--- config.mk ---
export PLATFORM = sky130hd
export DESIGN_NAME = hgn_front_flat
export DESIGN_NICKNAME = d
export VERILOG_FILES = /design/src/hgn_pkg.sv /design/src/hgn_if.sv /design/src/hgn_front.sv /design/src/flat_wrapper.sv
export SDC_FILE = /design/constraint.sdc
export NUM_CORES = 1
export LEC_CHECK = 0
export ABC_AREA = 1
export BUFFER_PORTS_ARGS = -buffer_cell sky130_fd_sc_hd__buf_4
export CORE_MARGIN = 3
export CORE_UTILIZATION = 50
export CTS_CLUSTER_DIAMETER = 30
export DETAILED_ROUTE_END_ITERATION = 10
export PLACE_DENSITY = 0.89
export SYNTH_ARGS = -nofsm -noshare
export SYNTH_HDL_FRONTEND = slang
export SYNTH_SLANG_ARGS = --single-unit
--- constraint.sdc ---
create_clock -name clk -period 4.8 [get_ports clk]
set_clock_uncertainty 0.05 [all_clocks]
set_input_delay 0.72 -clock clk [delete_from_list [all_inputs] [get_ports clk]]
set_output_delay 0.72 -clock clk [all_outputs]
set_load 0.02 [all_outputs]
--- src/hgn_pkg.sv ---
// Shared types, constants and register codes of the hex-grid normal block.
`default_nettype none
package hgn_pkg;

  localparam int unsigned DEF_MAX_ROW_LENGTH = 1024;
  localparam int unsigned DEF_HEIGHT_BITS    = 16;

  // Widest column index the command record carries (row length up to 4096).
  localparam int unsigned COL_W = 12;

  typedef enum logic [1:0] {
    REG_ROW_LENGTH   = 2'd0,
    REG_ROW_TOTAL    = 2'd1,
    REG_CELL_SPACING = 2'd2
  } reg_index_t;

  localparam logic [10:0] RST_ROW_LENGTH   = 11'd1024;
  localparam logic [15:0] RST_ROW_TOTAL    = 16'd1024;
  localparam logic [15:0] RST_CELL_SPACING = 16'd256;

  localparam logic MODE_SAMPLE = 1'b0;
  localparam logic MODE_FLUSH  = 1'b1;

  // Divisors: 6*cell for x, 2*sqrt3*cell (sqrt3 in unsigned Q1.16) for z.
  localparam int unsigned DENX_K = 6;
  localparam int unsigned DENZ_K = 2 * 113512;
  localparam int unsigned DENX_W = 19;
  localparam int unsigned DENZ_W = 34;

  typedef struct packed {
    logic [COL_W-1:0] x;
    logic [15:0]      z;
    logic [1:0]       bank;
    logic             below;
    logic             fend;
    logic             run_end;
  } cmd_t;

  typedef enum logic [2:0] {
    BK_IDLE,
    BK_GATHER,
    BK_CALC,
    BK_DIVIDE,
    BK_HOLD
  } back_state_t;

endpackage
`default_nettype wire

--- src/hgn_if.sv ---
// Handshake channels for altitude samples and normal results.
`default_nettype none
interface hgn_in_if;
  logic        valid;
  logic        ready;
  logic        mode;
  logic [15:0] altitude;
  modport source (output valid, mode, altitude, input ready);
  modport sink (input valid, mode, altitude, output ready);
endinterface

`default_nettype wire

--- src/hgn_front.sv ---
// Front end: accepts samples and flush ticks, writes the line store, issues vertex commands.
`default_nettype none
module hgn_front import hgn_pkg::*; #(
  parameter int unsigned MAX_ROW_LENGTH = DEF_MAX_ROW_LENGTH,
  parameter int unsigned HEIGHT_BITS    = DEF_HEIGHT_BITS,
  localparam int unsigned CW = $clog2(MAX_ROW_LENGTH),
  localparam int unsigned LW = $clog2(MAX_ROW_LENGTH + 1),
  localparam int unsigned AW = $clog2(3 * MAX_ROW_LENGTH),
  localparam int unsigned SW = (HEIGHT_BITS < 16) ? HEIGHT_BITS : 16
) (
  input  logic          clk,
  input  logic          rst,
  hgn_in_if.sink        samples,
  input  logic          shape_write,
  input  logic [LW-1:0] len,
  input  logic [15:0]   rows,
  input  logic          q_empty,
  input  logic          back_busy,
  output logic          mem_we,
  output logic [AW-1:0] mem_waddr,
  output logic [SW-1:0] mem_wdata,
  output logic [1:0]    push_n,
  output cmd_t          push0,
  output cmd_t          push1
);
  logic [CW-1:0] in_column, in_column_next;
  logic [15:0]   in_row, in_row_next;
  logic [1:0]    in_bank, in_bank_next;
  logic [CW-1:0] flush_column, flush_column_next;

  logic          acc, is_sample, live, last_col, last_flush, emit_a, emit_b;
  logic [1:0]    vbank;
  cmd_t          cmd_a, cmd_b, cmd_f;

  assign samples.ready = q_empty && !back_busy;
  assign acc        = samples.valid && samples.ready;
  assign is_sample  = (samples.mode == MODE_SAMPLE);
  assign live       = (in_row < rows);
  assign last_col   = (LW'(in_column) + LW'(1) == len);
  assign last_flush = (LW'(flush_column) + LW'(1) >= len);
  assign vbank      = (in_bank == 2'd0) ? 2'd2 : in_bank - 2'd1;
  assign emit_a     = (in_row != 16'd0) && (in_column != '0);
  assign emit_b     = (in_row != 16'd0) && last_col;

  assign mem_we    = acc && is_sample && live;
  assign mem_waddr = AW'(in_bank) * AW'(MAX_ROW_LENGTH) + AW'(in_column);
  assign mem_wdata = samples.altitude[SW-1:0];

  always_comb begin
    cmd_a         = '0;
    cmd_a.x       = COL_W'(in_column - CW'(1));
    cmd_a.z       = in_row - 16'd1;
    cmd_a.bank    = vbank;
    cmd_a.below   = 1'b1;
    cmd_a.run_end = !emit_b;
    cmd_b         = cmd_a;
    cmd_b.x       = COL_W'(in_column);
    cmd_b.run_end = 1'b1;
    cmd_f         = '0;
    cmd_f.x       = COL_W'(flush_column);
    cmd_f.z       = rows - 16'd1;
    cmd_f.bank    = vbank;
    cmd_f.fend    = last_flush;
    cmd_f.run_end = 1'b1;
  end

  // Classify the transaction into zero, one or two vertex commands.
  always_comb begin
    push_n = 2'd0;
    push0  = cmd_a;
    push1  = cmd_b;
    if (acc && live && is_sample) begin
      if (emit_a && emit_b) begin
        push_n = 2'd2;
      end else if (emit_a) begin
        push_n = 2'd1;
      end else if (emit_b) begin
        push_n = 2'd1;
        push0  = cmd_b;
      end
    end else if (acc && !live && !is_sample) begin
      push_n = 2'd1;
      push0  = cmd_f;
    end
  end

  always_comb begin
    in_column_next    = in_column;
    in_row_next       = in_row;
    in_bank_next      = in_bank;
    flush_column_next = flush_column;
    priority if (shape_write) begin
      in_column_next    = '0;
      in_row_next       = '0;
      in_bank_next      = '0;
      flush_column_next = '0;
    end else if (acc && live && is_sample) begin
      if (last_col) begin
        in_column_next = '0;
        in_row_next    = in_row + 16'd1;
        in_bank_next   = (in_bank == 2'd2) ? 2'd0 : in_bank + 2'd1;
      end else begin
        in_column_next = in_column + CW'(1);
      end
    end else if (acc && !live && !is_sample) begin
      if (last_flush) begin
        in_column_next    = '0;
        in_row_next       = '0;
        in_bank_next      = '0;
        flush_column_next = '0;
      end else begin
        flush_column_next = flush_column + CW'(1);
      end
    end
  end

  always_ff @(posedge clk) begin
    if (rst) begin
      in_column    <= '0;
      in_row       <= '0;
      in_bank      <= '0;
      flush_column <= '0;
    end else begin
      in_column    <= in_column_next;
      in_row       <= in_row_next;
      in_bank      <= in_bank_next;
      flush_column <= flush_column_next;
    end
  end
endmodule
`default_nettype wire

--- src/flat_wrapper.sv ---
// flat-port wrapper written by rule: the top's interface ports become plain ports
module hgn_front_flat import hgn_pkg::*;
#(
  parameter int unsigned MAX_ROW_LENGTH = DEF_MAX_ROW_LENGTH,
  parameter int unsigned HEIGHT_BITS    = DEF_HEIGHT_BITS,
  localparam int unsigned CW = $clog2(MAX_ROW_LENGTH),
  localparam int unsigned LW = $clog2(MAX_ROW_LENGTH + 1),
  localparam int unsigned AW = $clog2(3 * MAX_ROW_LENGTH),
  localparam int unsigned SW = (HEIGHT_BITS < 16) ? HEIGHT_BITS : 16
)
  (clk, rst, shape_write, len, rows, q_empty, back_busy, mem_we, mem_waddr, mem_wdata, push_n, push0, push1, samples_valid, samples_mode, samples_altitude, samples_ready);
  hgn_in_if samples_i ();
  input  logic clk;
  input  logic rst;
  input  logic shape_write;
  input  logic [LW-1:0] len;
  input  logic [15:0] rows;
  input  logic q_empty;
  input  logic back_busy;
  output logic mem_we;
  output logic [AW-1:0] mem_waddr;
  output logic [SW-1:0] mem_wdata;
  output logic [1:0] push_n;
  output cmd_t push0;
  output cmd_t push1;
  input wire logic [$bits(samples_i.valid)-1:0] samples_valid;
  input wire logic [$bits(samples_i.mode)-1:0] samples_mode;
  input wire logic [$bits(samples_i.altitude)-1:0] samples_altitude;
  output wire logic [$bits(samples_i.ready)-1:0] samples_ready;
  assign samples_i.valid = samples_valid;
  assign samples_i.mode = samples_mode;
  assign samples_i.altitude = samples_altitude;
  assign samples_ready = samples_i.ready;
  hgn_front #(.MAX_ROW_LENGTH(MAX_ROW_LENGTH), .HEIGHT_BITS(HEIGHT_BITS)) u_core (.clk(clk), .rst(rst), .samples(samples_i), .shape_write(shape_write), .len(len), .rows(rows), .q_empty(q_empty), .back_busy(back_busy), .mem_we(mem_we), .mem_waddr(mem_waddr), .mem_wdata(mem_wdata), .push_n(push_n), .push0(push0), .push1(push1));
endmodule
; ---- Yosys cells after proc, flatten, opt, wreduce, memory -nomap -nowiden
; Index checks and enable logic that the tools add are counted.
[word_totals]
ff_bits = 38
inputBits = 50
output_inout_bits = 98
wordCells = 70
[classes]
n_addsub = 11
magnitude_cmp = 2
n_eq_ne = 3
n_mux = 25
n_bitwise = 2
n_reduce_logical = 23
[ops]
columns = op, count
row1 = two-way mux 33 bit, 5
row2 = two-way mux 16 bit, 4
row3 = two-way mux 10 bit, 5
row4 = subtractor 16 x 1 -> 16 bit (second input constant), 2
row5 = adder 10 x 1 -> 11 bit (second input constant), 2
row6 = adder 10 x 1 -> 10 bit (second input constant), 2
row7 = two-way mux 2 bit, 9
row8 = adder 16 x 1 -> 16 bit (second input constant), 1
row9 = < comparator 16 bit, 1
row10 = nonzero test 16 bit, 1
row11 = adder 12 x 10 -> 12 bit, 1
row12 = equality test 11 bit, 1
row13 = greater-or-equal comparator 11 bit, 1
row14 = logical AND 1 bit, 11
row15 = subtractor 10 x 1 -> 11 bit (second input constant), 1
row16 = nonzero test 10 bit, 1
row17 = AND reduction 2 bit, 2
row18 = nonzero test 2 bit, 2
row19 = logical NOT 1 bit, 3
row20 = AND reduction 3 bit, 1
row21 = adder 2 x 1 -> 2 bit (second input constant), 1
row22 = equality test 2 bit (second input constant), 1
row23 = logical NOT 2 bit, 1
row24 = two-way mux 1 bit, 2
row25 = other kinds (4), 5

; ---- Logic depth before layout (Yosys ltp)
; Gate-level depths: netlist of run 1.
[depth]
word_depth = 8
mapped_depth = 19
mapped_depth_nobuf = 19

; ---- Least setup slack after synthesis of run 1
; OpenSTA, ideal clock, no wires.
[synth_path]
path_type = register to output
startpoint = register u_core.in_column[0]
endpoint = output push0[32] (netlist bit)
arrival_ns = 2.740
required_ns = 4.030
slack_ns = 1.290
path_stages_with_launch = 19
path_buffers = 2
path_cell_list = dfxtp_1 -> buf_4 -> inv_4 -> ha_1 -> inv_1 -> nand2_1 -> nand3_1 -> nor2_2 -> nand3_1 -> nor2_1 -> nand3_1 -> nor2_1 -> and3_1 -> ha_1 -> nor2_1 -> nand4_1 -> o21ai_0 -> nor2_1 -> buf_4
[synth_rtl]
columns = element, line
row1 = start: declaration, hgn_front.sv:26  ; logic [CW-1:0] in_column, in_column_next;
row2 = start signal: assignment, hgn_front.sv:124  ; in_column <= in_column_next;
row3 = end: declaration, flat_wrapper.sv:24  ; output cmd_t push0;

==> results of run 1 <==
==> worst max path at each step <==
| stage | start | endpoint |
|---|---|---|
| final | u_core.in_column[0]$_SDFFE_PP0P_ | push0[21] |
| after global placement | rows[9] | push0[21] |
| after detailed placement | rows[5] | push0[21] |
| after global routing | u_core.in_column[0]$_SDFFE_PP0P_ | push0[21] |
| after floorplan | u_core.in_column[0]$_SDFFE_PP0P_ | push0[32] |
| after CTS | u_core.in_column[0]$_SDFFE_PP0P_ | push0[21] |
==> power breakdown <==
part	switching (mW)	total, mW	internal, mW
sequential	0.000629	0.316	0.315
combinational	0.0716	0.117	0.0449
clock	0.133	0.251	0.119
total	0.205	0.683	0.479
==> tightest hold or removal path, stage by stage (launching register included) <==
cell and delay, ns:
dfxtp_1 0.33, nand2_1 0.07, a21oi_1 0.06
==> routing by layer <==
metal	share of wire (%)	vias up	wire (µm)	track usage, %
li1	-	2580	-	-
met1	42	2321	5660	30.4
met2	47	241	6300	40.2
met3	8.5	29	1130	3.12
met4	2.3	0	305	7.12
met5	0	-	0	0
==> through the flow <==
| step | total power, mW | cells | util, % | hold WS [ns] | area [µm²] |
|---|---|---|---|---|---|
| 2_1_floorplan | 0.416 | 769 | - | 0.408 | 4940 |
| 3_5_place_dp | 0.438 | 947 | 58.3 | 0.440 | 5490 |
| 3_3_place_gp | 0.436 | 947 | 58.3 | 0.434 | 5490 |
| 6_report | 0.683 | 955 | 59.4 | 0.452 | 5590 |
| 5_1_grt | 0.708 | 955 | 59.4 | 0.483 | 5590 |
| 4_1_cts | 0.681 | 955 | 59.4 | 0.453 | 5590 |
==> cells by family (layout without fill, tap and decap cells) <==
| group | Yosys count | count (layout) | share of synthesized area (%) |
|---|---|---|---|
| AOI/OAI and AO/OA | 93 | 93 | 11.2 |
| other | 2 | 5 | 0.152 |
| buffers and inverters | 151 | 208 | 16.1 |
| xor gates and xnor gates | 49 | 49 | 8.71 |
| DFF | 38 | 38 | 15.4 |
| adders and majority gates | 38 | 38 | 9.64 |
| and+or+nand+nor | 395 | 395 | 38.8 |
==> registers in the layout, indices dropped and copies added (netlist names) <==
register and count:
u_core.in_row 16, u_core.flush_column 10, u_core.in_column 10, u_core.in_bank 2
==> final cells by class <==
| cell class | instances | area (µm²) |
|---|---|---|
| fillers | 878 | 3820 |
| inverters | 87 | 334 |
| repair buffers | 113 | 848 |
| well taps | 129 | 161 |
| flip-flops and latches | 38 | 761 |
| clock inverters | 2 | 16.3 |
| multi-input cells | 580 | 3390 |
| clock buffers | 6 | 82.6 |
==> cell usage after synthesis (16+ instances only) <==
library cell / number / area share, %
nand2_1: 164 / 12
inv_1: 77 / 5.9
nor2_1: 74 / 5.6
nand3_1: 69 / 7.0
xor2_1: 45 / 8.0
a21oi_1: 40 / 4.1
buf_4: 39 / 5.9
dfxtp_1: 38 / 15
ha_1: 38 / 9.6
o21ai_0: 19 / 1.9
nand4_1: 16 / 2.0
nor3_1: 16 / 1.6
==> results.toml, run 1 <==
[run_status]
run_status = "completed"

[global_routing]
grt_pass1_wl_mm = 22.1
antenna_found_initial = 0
grt_max_degree = 30
grt_overflow = 0
track_usage_pct = 23.4
grt_pass1_vias = 4810

[clock_network]
clock_latency_ns = 0.30
cts.clk_slew.worst_paths_ns = 0.09
cts_buffer_depth = 2
clkSinkCount = 38
cts_setup_buffers = 0
htreeDepth = 2
cts_buffers = 5
cts_tree = "done"
clock_tree.root_cell = "clkbuf_8"
ctsHoldBuffers = 0
cts_resized = 0

[yosys]
async_reset_ff_share_pct = 0
synth_flop_cell = "dfxtp_1"
syn_avg_cell_area_um2 = 6.44
yosysWarnings = 0
synth_edf_count = 0
ys_ff_latch = 38
ys_seq_area_share_pct = 15.4
synth.distinct_cells = 43
synth_cells = 766
netlist_area_mm2 = 0.00493

[detailed_routing]
drt_iter0_markers = 427
wl_per_cell_um = 14.0
routed_wl_mm = 13.4
ant_nets = 0
dr.pass1.iters = 5
drc = 0
vias_per_cell = 5.41
vias = 5171

[min_path]
hold_path_end = "u_core.flush_column[9]$_SDFFE_PP0P_"
holdPathStages = 2
hold_class = "register to register"
min_from = "u_core.flush_column[9]$_SDFFE_PP0P_"

[floorplan]
rows = 35
die_w_um = 105
core_mm2 = 0.00942
die_y_um = 105
initial_utilization_pct = 52.4
io_pins = 148
design.die.area_mm2 = 0.0111

[critical_path]
ff2ff_path_depth = 16
path_max_fanout = 11
reg2reg_from = "u_core.flush_column[0]$_SDFFE_PP0P_"
start_kind = "register"
worst_r2r_endpoint = "u_core.in_row[9]$_SDFFE_PP0P_"
crit_slowest_cell = "dfxtp_1"
crit_buf_inv = 4
crit_arrival_ns = 3.25
r2r_setup_slack_ns = 1.14
cpPeakStageDelay_ns = 0.47
path_class = "register to output pin"
path_common_cell = "nand2_1"
required_ns = 4.03
path_depth = 16
cp-end-kind = "output pin"
path_delay_family = "simple AND/OR/NAND/NOR gates"
worstPathCellList = "inv_4, ha_1, nand2_1, nor4_1, nand3_1, nor2_1, nand2_1, nand2_1, inv_1, ha_1, inv_1, nand3_2, nand2_1, nand3_1, nand2_1, buf_4"

[finish]
nNetsFinal = 913
final_common_cell = "nand2_1"
syn2layout_area_growth_pct = 13.4
most-common-layout-cells = "nand2_1, buf_4, inv_1"
drive_above_1_share_pct = 22.0
antenna_cells = 0

[sta]
finalSetupTns_ns = 0
fmax_mhz = 249
fin_ws_ns = 0.776
hold_violations = 0
slew_viol_final = 0
finalSetupViolCount = 0
min_period_over_period_pct = 83.8
fin_crit_ns = 4.02
relSlewSlack_pct = 59.5
rsz0062_at_grt = "no"
worst_pin_slew_ns = 0.602

[power]
vdd_ir_drop_max_mv = 0.0979
power_density_mw_per_mm2 = 122
p_leak_nw = 2.56

[placed_design]
hpwl_mm = 10.4
portBuffers = 110
dp_slack_ns = 0.983
gp_congestion = 0.930

[flow_run]
max_cap_viol_count = 0
Power figures use the tool's default switching activity.
==> run 2, diff against run 1 <==
Settings changed: CORE_UTILIZATION 50 to 48.
Clock period 4.8 ns to 3.4 ns, I/O delays scaled along.
==> run 2 against run 1 <==
  * The flow now finishes with violations (setup timing)
  * Clock-buffer cell count unchanged
  * Worst hold slack improved by 0.0044 ns
  * Largest cell class unchanged
  * Flip-flop and latch count unchanged
  * Critical endpoint is now push0[24]
  * Sequential share of layout area decreased by 0.63 points
==> results.toml, run 2 (synthesized netlist as in run 1, its figures left out) <==
[floorplan]
die_w_um = 107
initial_utilization_pct = 50.0
design.die.area_mm2 = 0.0115
core_mm2 = 0.00986
die_y_um = 107
rows = 36
io_pins = 148

[finish]
final_common_cell = "nand2_1"
postLayoutCellArea_mm2 = 0.00605
most-common-layout-cells = "nand2_1, buf_4, inv_1"
drive_above_1_share_pct = 30.3
nNetsFinal = 941
antenna_cells = 0
largest_reg_flops = 16
largest-register = "u_core.in_row"
largest_registers = "u_core.in_row: 16 flops, u_core.flush_column: 10 flops, u_core.in_column: 10 flops"
syn2layout_area_growth_pct = 22.6
fillCellCount = 865

[sta]
hold_violations = 0
whs_ns = 0.456
min_period_over_period_pct = 102
slew_viol_final = 0
fin_ws_ns = -0.0682
fin_crit_ns = 3.47
fmax_mhz = 288
finalSetupViolCount = 1

[clock_network]
cts_buffer_depth = 2
cts.clk_slew.worst_paths_ns = 0.08
clock_tree.root_cell = "clkbuf_8"
clock_latency_ns = 0.30
cts_tree = "done"
htreeDepth = 2
clkSinkCount = 38
cts_buffers = 5

[placed_design]
hpwl_mm = 10.8
portBuffers = 110
dpl_cell_area_mm2 = 0.00561
gp_congestion = 0.968
dp_slack_ns = 0.105

[critical_path]
crit_slowest_cell = "dfxtp_4"
startpoint = "u_core.in_column[0]$_SDFFE_PP0P_"
r2r_setup_slack_ns = 0.30
worst_r2r_endpoint = "u_core.in_row[7]$_SDFFE_PP0P_"
worstPathCellList = "inv_4, ha_4, inv_2, nand2_2, nand3_4, nor2_4, nand3_2, nor2_1, nand3_1, nor2_2, and3_4, ha_4, nor2_2, nand4_1, nand2_1, nand2_1, nand3_2, nand2_2, buf_6"
worstSetupEndpoint = "push0[24]"
reg2reg_from = "u_core.flush_column[1]$_SDFFE_PP0P_"
ff2ff_path_depth = 17
cp-end-kind = "output pin"
path_class = "register to output pin"
path_max_fanout = 5
crit_arrival_ns = 2.91
required_ns = 2.84
cpPeakStageDelay_ns = 0.39
start_kind = "register"

[flow_run]
max_cap_viol_count = 0

[run_status]
violations = "setup timing"
run_status = "finished with violations"

[global_routing]
grt_overflow = 0
grt_pass1_wl_mm = 22.6
track_usage_pct = 23.6
antenna_found_initial = 0
grt_pass1_vias = 4846
grt_max_degree = 28

[detailed_routing]
ant_nets = 0
drc = 0
vias_per_cell = 5.59
wl_per_cell_um = 15.3
routed_wl_mm = 15.1
vias = 5515
dr.pass1.iters = 6
drt_iter0_markers = 639

[power]
vdd_ir_drop_max_mv = 0.146
power_density_mw_per_mm2 = 159
p_leak_nw = 2.71

[min_path]
hold_class = "register to register"
-- run 2: area by class of cell --
type / instances / area, µm² / share of cell area [%]
repair buffers: 141 / 1070 / 17.6
inverters: 87 / 343 / 5.67
multi-input cells: 580 / 3590 / 59.4
clock buffers: 6 / 82.6 / 1.37
flip-flops and latches: 38 / 785 / 13.0
well taps: 133 / 166 / 2.75
clock inverters: 2 / 12.5 / 0.207
-- run 2: through the flow --
stage,setup TNS [ns],total power [mW],utilization [%],instances
detailed placement,0,0.621,56.9,966
floorplan,0,0.587,-,769
CTS,0,0.954,58.7,978
global route,-1.09,0.997,61.3,987
finish,-0.0682,0.961,61.3,987
global placement,0,0.618,56.9,966
-- run 2: worst max-delay path, delay by kind of cell (launching register included) --
| family | cells | cell delay (ns) |
|---|---|---|
| buffers and inverters | 3 | 0.22 |
| AND/OR/NAND/NOR | 14 | 1.59 |
| adder cells (fa/ha/maj) | 2 | 0.42 |
| flip-flops | 1 | 0.39 |
-- run 2: per-layer routing --
| metal | vias up | global-route usage [%] | share of wire, % |
|---|---|---|---|
| li1 | 2636 | - | - |
| met3 | 65 | 2.76 | 8.2 |
| met2 | 305 | 39.5 | 47 |
| met4 | 0 | 6.94 | 3.8 |
| met5 | - | 0 | 0 |
| met1 | 2509 | 31.9 | 41 |
-- run 2: repair_timing --
item | CTS | global route
pin swaps | 9 | 25
cloned | 0 | 0
hold buffers | 0 | 0
setup endpoints to repair | 13 | 22
buffers inserted | 4 | 9
resized for setup | 18 | 52
-- run 2: worst min-delay path by stage --
stage | cells past startpoint | slack [ns] | startpoint | to
2_1_floorplan | 2 | 0.41 | u_core.flush_column[9]$_SDFFE_PP0P_ | u_core.flush_column[9]$_SDFFE_PP0P_
3_3_place_gp | 2 | 0.43 | u_core.flush_column[9]$_SDFFE_PP0P_ | u_core.flush_column[9]$_SDFFE_PP0P_
3_5_place_dp | 2 | 0.44 | u_core.flush_column[9]$_SDFFE_PP0P_ | u_core.flush_column[9]$_SDFFE_PP0P_
4_1_cts | 2 | 0.45 | u_core.flush_column[9]$_SDFFE_PP0P_ | u_core.flush_column[9]$_SDFFE_PP0P_
5_1_grt | 2 | 0.49 | u_core.flush_column[1]$_SDFFE_PP0P_ | u_core.flush_column[1]$_SDFFE_PP0P_
6_report | 2 | 0.46 | u_core.flush_column[9]$_SDFFE_PP0P_ | u_core.flush_column[9]$_SDFFE_PP0P_
-- run 2: power breakdown --
group / switching, mW / leakage [nW] / internal, mW
clock: 0.174 / 0.0472 / 0.163
combinational: 0.112 / 2.35 / 0.0694
sequential: 0.000556 / 0.313 / 0.442
total: 0.287 / 2.71 / 0.674
==> run 3, diff against run 2 <==
Settings changed: ABC_AREA 1 to not set, CORE_UTILIZATION 48 to 47, HOLD_SLACK_MARGIN set to 0.03, TNS_END_PERCENT set to 20.
==> run 3 against run 2 <==
  * The run still ends with setup timing left
  * Clock-buffer cell count decreased by 1
  * Worst hold slack got worse by 0.010 ns
  * Highest routed layer unchanged
  * Total power increased by 13%
  * Largest power group is now clock
  * Flip-flop and latch count unchanged
  * Non-clock buffer count increased by 43
  * Register-to-register slack got worse by 0.38 ns
  * Cell area increased by 3.0%
  * Wire length increased by 7.7%
  * Critical path depth decreased by 6
  * Combinational power decreased by 9.9%
==> results.toml, run 3 <==
[yosys]
synth_flop_cell = "dfxtp_1"
ys_seq_area_share_pct = 17.1
synth_edf_count = 0
ys_ff_latch = 38
netlist_area_mm2 = 0.00446
synth.distinct_cells = 66
synth_cells = 618
yosysWarnings = 0
yosys-top-cells-count = "nand2_1, a21oi_1, nor2_1"
yosysTopAreaCell = "dfxtp_1"
synth_top_area_share_pct = 17.1
yosys-top-cells-area = "dfxtp_1, ha_1, a21oi_1, buf_4, xnor2_1"
syn_avg_cell_area_um2 = 7.21
synth.most_common_cell = "nand2_1"
async_reset_ff_share_pct = 0

[floorplan]
initial_utilization_pct = 49.7
rows = 34
design.die.area_mm2 = 0.0107
die_y_um = 103
core_mm2 = 0.00898
die_w_um = 103
io_pins = 148

[power]
p_comb_share_pct = 15.2
clock_power_share_pct = 44.1
p_int_mw = 0.807
power_frac_seq_pct = 40.7
vdd_ir_drop_max_mv = 0.153
switching_share_pct = 25.4
power_density_mw_per_mm2 = 174
p_leak_nw = 2.72
switchingPower_mw = 0.275

[clock_network]
cts_buffers = 5
cts_tree = "done"
cts.clk_slew.worst_paths_ns = 0.08
cts_buffer_depth = 2
clkSinkCount = 38
clock_tree.root_cell = "clkbuf_8"
clock_latency_ns = 0.30
ctsHoldBuffers = 0
htreeDepth = 2

[sta]
fmax_mhz = 283
slew_viol_final = 0
min_period_over_period_pct = 104
rsz0062_at_grt = "yes"
finalSetupViolCount = 21
hold_violations = 0
finalSetupTns_ns = -1.45
worst_pin_slew_ns = 0.690
relSlewSlack_pct = 54.0
fin_crit_ns = 3.53
fin_ws_ns = -0.128
whs_ns = 0.446

[finish]
nNetsFinal = 831
drive_above_1_share_pct = 37.5
largest_registers = "u_core.in_row: 16 flops, u_core.flush_column: 10 flops, u_core.in_column: 10 flops"
final_common_cell = "buf_4"
largest_reg_flops = 16
antenna_cells = 0
most-common-layout-cells = "buf_4, nand2_1, a21oi_1"
syn2layout_area_growth_pct = 39.7
largest-register = "u_core.in_row"

[global_routing]
grt_max_degree = 33
busiest_layer = "met2"
grt_pass1_wl_mm = 23.4
track_usage_pct = 27.1
met1_usage_pct = 35.6
grt_overflow = 0
met3_usage_pct = 3.02
use_met2_pct = 45.1
antenna_found_initial = 0
grt_pass1_vias = 4935

[detailed_routing]
drc = 0
dr.pass1.iters = 5
wl_per_cell_um = 18.7
routed_wl_mm = 16.3
vias_per_cell = 6.13
ant_nets = 0
vias = 5335
drt_iter0_markers = 436

[critical_path]
cp-end-kind = "output pin"
required_ns = 2.84
worstPathCellList = "ha_1, and3_2, and3_4, and3_2, xor2_1, ha_1, o21ai_1, nand2b_1, a21oi_2, a31oi_4, nand2_1, inv_1, buf_4"
startpoint = "u_core.flush_column[1]$_SDFFE_PP0P_"
crit_slowest_cell = "dfxtp_2"
r2r_setup_slack_ns = -0.08
path_max_fanout = 4
path_class = "register to output pin"
crit_arrival_ns = 2.97
start_kind = "register"
reg2reg_from = "u_core.flush_column[1]$_SDFFE_PP0P_"
cpPeakStageDelay_ns = 0.37

[placed_design]
dp_slack_ns = -0.0488
gp_congestion = 1.03
portBuffers = 110
hpwl_mm = 11.3

[min_path]
min_from = "u_core.flush_column[1]$_SDFFE_PP0P_"
hold_class = "register to register"

[run_status]
violations = "setup timing"
run_status = "finished with violations"

[flow_run]
max_cap_viol_count = 0
-- run 3: cell count changes after synthesis, sizes merged, moves of 9 or more --
| cell | before | now |
|---|---|---|
| or4 | 0 | 9 |
| a22oi | 9 | 0 |
| xor2 | 45 | 20 |
| o31ai | 0 | 14 |
| nand2 | 175 | 58 |
| nand2b | 0 | 11 |
| clkbuf | 12 | 23 |
| xnor2 | 4 | 27 |
| and3 | 4 | 16 |
| inv | 85 | 42 |
| nand3 | 84 | 23 |
| nor2 | 86 | 41 |
-- run 3: critical path: cells and delay by family, from the launching register on --
family                   cells  cell delay (ns)
AO/OA/AOI/OAI                3             0.46
XOR/XNOR                     1             0.27
adder cells (fa/ha/maj)      2             0.48
buffers and inverters        2             0.19
flip-flops                   1             0.37
AND/OR/NAND/NOR              5             0.91
-- run 3: cell type report --
| cell class | instances | area (µm²) |
|---|---|---|
| Clock buffer | 5 | 68.8 |
| Clock inverter | 3 | 68.8 |
| Fill cell | 602 | 2750 |
| Inverter | 42 | 163 |
| Multi-Input combinational cell | 472 | 3500 |
| Sequential cell | 38 | 790 |
| Tap cell | 126 | 158 |
| Timing Repair Buffer | 184 | 1480 |
-- run 3: kinds of logic after synthesis --
| family | Yosys count | share of synthesized area, % |
|---|---|---|
| DFF | 38 | 17.1 |
| and+or+nand+nor | 246 | 29.4 |
| adders and majority gates | 38 | 10.7 |
| muxes | 4 | 0.955 |
| buffers and inverters | 111 | 13.1 |
| other | 2 | 0.169 |
| xor gates and xnor gates | 47 | 9.24 |
| AOI/OAI and AO/OA | 132 | 19.4 |
-- run 3: through the flow --
step                power, mW  utilization [%]  instance area, µm²  cells
floorplan               0.563                -                4480    621
global placement        0.596             60.4                5420    834
detailed placement      0.601             60.4                5420    834
CTS                      1.08             63.9                5730    851
global route             1.12             69.3                6220    870
finish                   1.08             69.3                6220    870
-- run 3: final timing paths --
check                                        endpoint  depth (start not counted)
hold reg to reg   u_core.flush_column[1]$_SDFFE_PP0P_                          2
hold / removal    u_core.flush_column[1]$_SDFFE_PP0P_                          2
setup reg to reg     u_core.in_column[2]$_SDFFE_PP0P_                         16
setup / recovery                             push0[1]                         13
-- run 3: what timing repair did --
item                       4_1_cts  5_1_grt
gates cloned                     0        1
setup endpoints to repair       22       57
gates resized for setup         27       76
setup buffers                    9       18
pin swaps                       11       20
-- run 3: layer usage --
| layer | vias up | share of wire, % | wire length, µm |
|---|---|---|---|
| met2 | 337 | 49 | 8000 |
| met5 | - | 0 | 0 |
| met4 | 0 | 3.4 | 562 |
| li1 | 2402 | - | - |
| met3 | 67 | 8.7 | 1420 |
| met1 | 2529 | 39 | 6310 |
-- run 3: power groups by stage --
stage          combinational (mW)  clock (mW)  sequential, mW
2_1_floorplan               0.108           0           0.454
3_3_place_gp                0.142           0           0.454
3_5_place_dp                0.147           0           0.454
4_1_cts                     0.151       0.482           0.443
5_1_grt                     0.177       0.498           0.441
6_report                    0.164       0.477           0.441
